[src/rtl/psq_pkg.sv]
`timescale 1ns / 1ps
// Shared types for the sorted priority queue: result status codes and the
// per-cycle command that the top level broadcasts to the cell chain.
// No dependencies.

package psq_pkg;

  typedef enum logic [1:0] {
    StOk    = 2'd0,
    StFull  = 2'd1,
    StEmpty = 2'd2
  } status_e;

  // Command seen by every cell in the same cycle
  typedef struct packed {
    logic push;
    logic pop;
  } cell_ctrl_t;

endpackage

[src/rtl/psq_cell.sv]
`timescale 1ns / 1ps
// One storage cell of the sorted chain: holds an element and its priority
// and trades them with its neighbors on push and pop.
// Depends on psq_pkg (cell_ctrl_t).

module psq_cell #(
  parameter int ELEM_WIDTH = 32,
  parameter int PRIO_WIDTH = 8
) (
  input  logic                  clk_i,
  input  psq_pkg::cell_ctrl_t   ctrl_i,
  input  logic                  occ_i,
  input  logic [ELEM_WIDTH-1:0] new_elem_i,
  input  logic [PRIO_WIDTH-1:0] new_prio_i,
  input  logic                  left_keep_i,
  input  logic [ELEM_WIDTH-1:0] left_elem_i,
  input  logic [PRIO_WIDTH-1:0] left_prio_i,
  input  logic [ELEM_WIDTH-1:0] right_elem_i,
  input  logic [PRIO_WIDTH-1:0] right_prio_i,
  output logic                  keep_o,
  output logic [ELEM_WIDTH-1:0] elem_o,
  output logic [PRIO_WIDTH-1:0] prio_o,
  output logic [ELEM_WIDTH-1:0] elem_d_o,
  output logic [PRIO_WIDTH-1:0] prio_d_o
);

  logic [ELEM_WIDTH-1:0] elem_q, elem_d;
  logic [PRIO_WIDTH-1:0] prio_q, prio_d;

  // Entries with strictly higher priority stay; sorted order makes this a prefix
  assign keep_o = occ_i && (prio_q > new_prio_i);

  always_comb begin
    elem_d = elem_q;
    prio_d = prio_q;
    if (ctrl_i.push && !keep_o) begin
      if (left_keep_i) begin
        elem_d = new_elem_i;
        prio_d = new_prio_i;
      end else begin
        elem_d = left_elem_i;
        prio_d = left_prio_i;
      end
    end else if (ctrl_i.pop) begin
      elem_d = right_elem_i;
      prio_d = right_prio_i;
    end
  end

  always_ff @(posedge clk_i) begin
    elem_q <= elem_d;
    prio_q <= prio_d;
  end

  assign elem_o   = elem_q;
  assign prio_o   = prio_q;
  assign elem_d_o = elem_d;
  assign prio_d_o = prio_d;

endmodule

[src/rtl/priority_stack_queue_core.sv]
`timescale 1ns / 1ps
// Top level of the sorted priority queue: a chain of psq_cell instances, the
// entry count and a registered result stage. Depends on psq_pkg, psq_cell.
//
//   channel  | dir | tdata (low bit up)                              | tuser
//   s_axis   | in  | elem, prio                                      | mode
//   m_axis   | out | front_elem, front_prio, count, empty_res, status | -
//
// All cells compare against the new priority in parallel and shift in the
// same edge, so one push or pop is accepted per cycle while the result
// register is free. The result is registered and appears in the cycle after acceptance.
// Input is taken while the result register is empty or being drained.
// Reset clears the count and the result valid; cell contents are not reset.

module priority_stack_queue_core #(
  parameter int CAPACITY   = 16,
  parameter int ELEM_WIDTH = 32,
  parameter int PRIO_WIDTH = 8,
  localparam int CntWidth  = $clog2(CAPACITY + 1),
  localparam int InWidth   = ELEM_WIDTH + PRIO_WIDTH,
  localparam int InTWidth  = ((InWidth + 7) / 8) * 8,
  localparam int OutWidth  = ELEM_WIDTH + PRIO_WIDTH + CntWidth + 3,
  localparam int OutTWidth = ((OutWidth + 7) / 8) * 8
) (
  input  logic                 clk_i,
  input  logic                 rst_ni,
  input  logic                 s_axis_tvalid,
  output logic                 s_axis_tready,
  input  logic [InTWidth-1:0]  s_axis_tdata,   // elem, prio, zero pad
  input  logic                 s_axis_tuser,   // mode: 0 push, 1 pop
  output logic                 m_axis_tvalid,
  input  logic                 m_axis_tready,
  output logic [OutTWidth-1:0] m_axis_tdata    // front_elem, front_prio, count,
                                               // empty_res, status, zero pad
);

  logic [ELEM_WIDTH-1:0] in_elem;
  logic [PRIO_WIDTH-1:0] in_prio;
  logic                  accept;
  logic                  is_full, is_empty;
  psq_pkg::cell_ctrl_t   ctrl;
  psq_pkg::status_e      status;
  logic [CntWidth-1:0]   count_q, count_d;

  logic [ELEM_WIDTH-1:0] cell_elem   [CAPACITY];
  logic [PRIO_WIDTH-1:0] cell_prio   [CAPACITY];
  logic [ELEM_WIDTH-1:0] cell_elem_d [CAPACITY];
  logic [PRIO_WIDTH-1:0] cell_prio_d [CAPACITY];
  logic                  cell_keep   [CAPACITY];

  logic                  out_valid_q;
  logic [ELEM_WIDTH-1:0] out_elem_q;
  logic [PRIO_WIDTH-1:0] out_prio_q;
  logic [CntWidth-1:0]   out_count_q;
  logic                  out_empty_q;
  psq_pkg::status_e      out_status_q;

  assign in_elem = s_axis_tdata[ELEM_WIDTH-1:0];
  assign in_prio = s_axis_tdata[ELEM_WIDTH +: PRIO_WIDTH];

  assign s_axis_tready = !out_valid_q || m_axis_tready;
  assign accept        = s_axis_tvalid && s_axis_tready;
  assign is_full       = (count_q == CntWidth'(CAPACITY));
  assign is_empty      = (count_q == '0);

  always_comb begin
    ctrl.push = 1'b0;
    ctrl.pop  = 1'b0;
    status    = psq_pkg::StOk;
    if (accept) begin
      if (!s_axis_tuser) begin
        if (is_full) status = psq_pkg::StFull;
        else         ctrl.push = 1'b1;
      end else begin
        if (is_empty) status = psq_pkg::StEmpty;
        else          ctrl.pop = 1'b1;
      end
    end
  end

  always_comb begin
    count_d = count_q;
    if (ctrl.push)     count_d = count_q + CntWidth'(1);
    else if (ctrl.pop) count_d = count_q - CntWidth'(1);
  end

  for (genvar i = 0; i < CAPACITY; i++) begin : g_cell
    logic                  left_keep;
    logic [ELEM_WIDTH-1:0] left_elem, right_elem;
    logic [PRIO_WIDTH-1:0] left_prio, right_prio;

    // Head cell: the boundary ahead of it counts as a kept entry
    if (i == 0) begin : g_head
      assign left_keep = 1'b1;
      assign left_elem = in_elem;
      assign left_prio = in_prio;
    end else begin : g_link
      assign left_keep = cell_keep[i-1];
      assign left_elem = cell_elem[i-1];
      assign left_prio = cell_prio[i-1];
    end

    if (i == CAPACITY - 1) begin : g_tail
      assign right_elem = '0;
      assign right_prio = '0;
    end else begin : g_next
      assign right_elem = cell_elem[i+1];
      assign right_prio = cell_prio[i+1];
    end

    psq_cell #(
      .ELEM_WIDTH(ELEM_WIDTH),
      .PRIO_WIDTH(PRIO_WIDTH)
    ) u_cell (
      .clk_i        (clk_i),
      .ctrl_i       (ctrl),
      .occ_i        (CntWidth'(i) < count_q),
      .new_elem_i   (in_elem),
      .new_prio_i   (in_prio),
      .left_keep_i  (left_keep),
      .left_elem_i  (left_elem),
      .left_prio_i  (left_prio),
      .right_elem_i (right_elem),
      .right_prio_i (right_prio),
      .keep_o       (cell_keep[i]),
      .elem_o       (cell_elem[i]),
      .prio_o       (cell_prio[i]),
      .elem_d_o     (cell_elem_d[i]),
      .prio_d_o     (cell_prio_d[i])
    );
  end

  always_ff @(posedge clk_i or negedge rst_ni) begin
    if (!rst_ni) begin
      count_q     <= '0;
      out_valid_q <= 1'b0;
    end else begin
      count_q <= count_d;
      if (accept)             out_valid_q <= 1'b1;
      else if (m_axis_tready) out_valid_q <= 1'b0;
    end
  end

  // Capture the state after this transaction; zero front when empty
  always_ff @(posedge clk_i) begin
    if (accept) begin
      out_count_q  <= count_d;
      out_status_q <= status;
      out_empty_q  <= (count_d == '0);
      out_elem_q   <= (count_d == '0) ? '0 : cell_elem_d[0];
      out_prio_q   <= (count_d == '0) ? '0 : cell_prio_d[0];
    end
  end

  assign m_axis_tvalid = out_valid_q;
  assign m_axis_tdata  = OutTWidth'({out_status_q, out_empty_q, out_count_q,
                                     out_prio_q, out_elem_q});

endmodule

[config.mk]
export PLATFORM = sky130hd
export DESIGN_NAME = priority_stack_queue_core
export DESIGN_NICKNAME = d
export VERILOG_FILES = /design/src/rtl/psq_pkg.sv /design/src/rtl/psq_cell.sv /design/src/rtl/priority_stack_queue_core.sv
export SDC_FILE = /design/constraint.sdc
export NUM_CORES = 2
export LEC_CHECK = 0
export BUFFER_PORTS_ARGS = -buffer_cell sky130_fd_sc_hd__buf_2
export CORE_MARGIN = 2
export CORE_UTILIZATION = 50
export CTS_CLUSTER_DIAMETER = 150
export DETAILED_ROUTE_END_ITERATION = 7
export PLACE_DENSITY = 0.67
export SYNTH_ARGS = -nofsm -noshare
export SYNTH_HDL_FRONTEND = slang
export SYNTH_SLANG_ARGS = --single-unit
[constraint.sdc]
create_clock -name clk_i -period 4.9 [get_ports clk_i]
set_clock_uncertainty 0.05 [all_clocks]
set_input_delay 0.735 -clock clk_i [delete_from_list [all_inputs] [get_ports clk_i]]
set_output_delay 0.735 -clock clk_i [all_outputs]
set_load 0.05 [all_outputs]
==> metrics.md <==
| Metric | Value |
|---|---|
| CP Launch Type | `flop` |
| Detailed Place HPWL | `66470 um` |
| Share of layout cells above drive strength 1 | `12.03%` |
| Clock transition at path regs | `0.06 ns` |
| Die ar. | `0.07687 mm^2` |
| Final cell count without fillers | `4395` |
| Remaining DRCs | `0` |
| Syn Area/Cell | `11.15 um^2` |
| Cell Rows | `100` |
| Most frequent cells in the layout | `648 x edfxtp_1, 633 x mux2i_1, 542 x nor2_1` |
| Hold depth | `2` |
| WL/cell | `23.94 um` |
| Post-synthesis sequential area ratio | `54.66%` |
| Status | `completed` |
| IO Pins | `95` |
| Worst reg2reg endpoint | `g_cell[6].u_cell.elem_o[25]$_DFFE_PP_` |
| Drt via density | `6.201` |
| Post-route ant nets | `0` |
| Ys async rst share | `0.8646%` |
| Setup Slack @ Placement | `0.5952 ns` |
| Commonest non-fill, non-tap cell in the layout | `edfxtp_1` |
| Max VDD drop | `352.5 uV` |
| Slew headroom | `33.22%` |
| Total negative slack | `0 ns` |
| Crit path required time | `5.12 ns` |
| Flop-to-flop setup slack | `0.81 ns` |
| Power per Cell Area | `550.4 mW/mm^2` |
| Root Driver | `clkbuf_16` |
| CTS tree | `done` |
| CP arrival | `4.30 ns` |
| Worst Hold Launch | `s_axis_tvalid` |
| Synthesized net count | `3527` |
| Placed inst area | `0.03920 mm^2` |
| RSZ-0062 raised after global routing | `no` |
| IO Port Bufs | `94` |
| Clk sinks | `694` |
| EDFF count, synth | `648` |
| Post-Syn Area | `0.03734 mm^2` |
| Starting Density | `50.32%` |
| Syn Inst Count | `3350` |
| Utilization after layout | `56.48%` |
| Clk_lat worst skew | `0.66 ns` |
| Min Tclk post-route | `4.085 ns` |
| GP Congestion | `0.8921` |
| Worst-Margin Slew | `1.002 ns` |
| Tcrit/Tclk final | `83.37%` |
| Fin. max-slew vios | `0` |
| HP Class | `in -> reg` |
| Final hold vios | `0` |
| Gr usage total | `27.04%` |
| Area growth syn-to-layout | `12.24%` |
| Drt pass-1 iters | `5` |
| Setup Crit Path Kind | `reg -> reg` |
| Top FF cell, synth | `edfxtp_1` |
| Final setup vio count | `0` |
| CORE AREA | `0.07420 mm^2` |
| Post-synthesis register bit count | `694` |
| YS warnings | `0` |
| Setup crit end kind | `flop` |
| PostCTS Resize Cnt | `0` |
| 1st-iter DRT viols | `2807` |
| Cts bufs inserted | `77` |
| Post-CTS setup buffers | `0` |
| FF-to-FF path depth | `9` |
| Setup ws final | `0.8147 ns` |
| Chip width | `277.3 um` |
| Via count | `27252` |
| Global-route wire length before repair | `162400 um` |
| Largest net degree at the start of global routing | `81` |
| Hold Path End | `m_axis_tvalid$_DFFE_PN0P_` |
| Reg-to-Reg Start | `count_q[0]$_DFF_PN0_` |
| Crit path max fanout | `40` |
| Achievable Freq | `0.2448 GHz` |
| Leak | `17.91 nW` |
| Max Cap Viol | `0` |
| Vias in the first global route | `27493` |
| Final Instance Area | `0.04191 mm^2` |
| Total gr overflow | `0` |
| Max Buffers Root-to-Sink | `3` |
| Die H | `277.3 um` |
| Count of different cell masters after synthesis | `54` |
| Placed insts | `4250` |
| H-Tree Level Count | `3` |
| DRT Wirelength | `105200 um` |
| # nets final | `3538` |
| Initial antenna violation count | `2` |
critical path: stages, from the launching register on:
cell,delay [ns]
dfrtp_1,0.69
inv_1,0.22
ha_1,0.29
and2_1,0.18
nand2_1,0.11
nand3_2,0.65
buf_4,0.57
a21oi_4,0.19
nand2b_2,0.13
buf_4,0.60
registers in the layout, indices dropped and copies added (netlist names):
signal	cells
g_cell.u_cell.elem_o	512
out_status_q	2
m_axis_tvalid	1
out_count_q	5
out_empty_q	1
g_cell.u_cell.prio_o	128
out_elem_q	32
count_q	5
out_prio_q	8
Yosys cell counts (all sizes together), types with 29 or more instances:
| cell type | count | area share, % |
|---|---|---|
| a21oi | 574 | 8.0 |
| buf | 74 | 1.0 |
| clkbuf | 177 | 1.8 |
| dfxtp | 40 | 2.1 |
| edfxtp | 648 | 52 |
| ha | 132 | 4.4 |
| inv | 30 | 0.30 |
| mux2i | 633 | 17 |
| nand2 | 144 | 1.4 |
| nand4 | 29 | 0.50 |
| nor2 | 544 | 5.5 |
| o21ai | 134 | 1.8 |
| or2 | 40 | 0.67 |
worst max path at each step:
stage | slack (ns) | start | endpoint | cells past startpoint
floorplan | 0.50 | m_axis_tready | g_cell[5].u_cell.elem_o[0]$_DFFE_PP_ | 7
global placement | 0.68 | s_axis_tdata[37] | out_elem_q[6]$_SDFFCE_PN0P_ | 11
detailed placement | 0.60 | s_axis_tdata[37] | out_elem_q[6]$_SDFFCE_PN0P_ | 11
CTS | 0.92 | count_q[0]$_DFF_PN0_ | g_cell[6].u_cell.elem_o[19]$_DFFE_PP_ | 9
global route | 0.62 | count_q[0]$_DFF_PN0_ | out_prio_q[7]$_SDFFCE_PN0P_ | 8
finish | 0.81 | count_q[0]$_DFF_PN0_ | g_cell[6].u_cell.elem_o[25]$_DFFE_PP_ | 9
power breakdown:
part           leakage [nW]  switching, mW  total, mW  internal, mW
logic                  10.1           4.85       7.78          2.94
clock network          1.30           2.54       6.21          3.67
registers              6.51          0.814       9.07          8.26
layer usage:
layer	part of all wire, %	GRT usage [%]	vias up	wire, um
met1	42	36.01	13547	43830
met4	2.8	9.448	0	2963
met5	0	0	-	0
met2	47	44.00	1178	49430
li1	-	-	12341	-
met3	8.5	5.542	186	8976
layout make-up:
cell class                      count  area, um^2
Clock inverter                     49       703.2
Multi-Input combinational cell   2375       16010
Tap cell                          969        1212
Sequential cell                   694       20410
Inverter                           30       112.6
Antenna cell                        2       5.005
Clock buffer                       93        1987
Fill cell                        6234       32290
Timing Repair Buffer              183        1466
repair_timing:
item,4_1_cts,5_1_grt
setup endpoints to repair,0,0
hold buffers,1,0
endpoints found under the hold margin,6,0
stage by stage:
stage	power (mW)	hold WS, ns
after floorplan	14.44	0.3894
after global routing	24.09	0.3152
final	23.06	0.3013
after global placement	16.62	0.4816
after detailed placement	16.84	0.4892
after CTS	23.05	0.2852
kinds of logic (layout without fill, tap and decap cells):
logic type | count (synthesis) | after routing | synth area share (%)
fa+ha+maj | 132 | 132 | 4.424
other cells | 0 | 2 | 0
mux | 633 | 633 | 16.97
compound gates | 785 | 785 | 11.43
xor+xnor | 3 | 3 | 0.09050
simple gates | 822 | 822 | 9.293
flops | 694 | 694 | 54.66
buf+inv | 281 | 355 | 3.123
(Power assumes the default switching activity.)
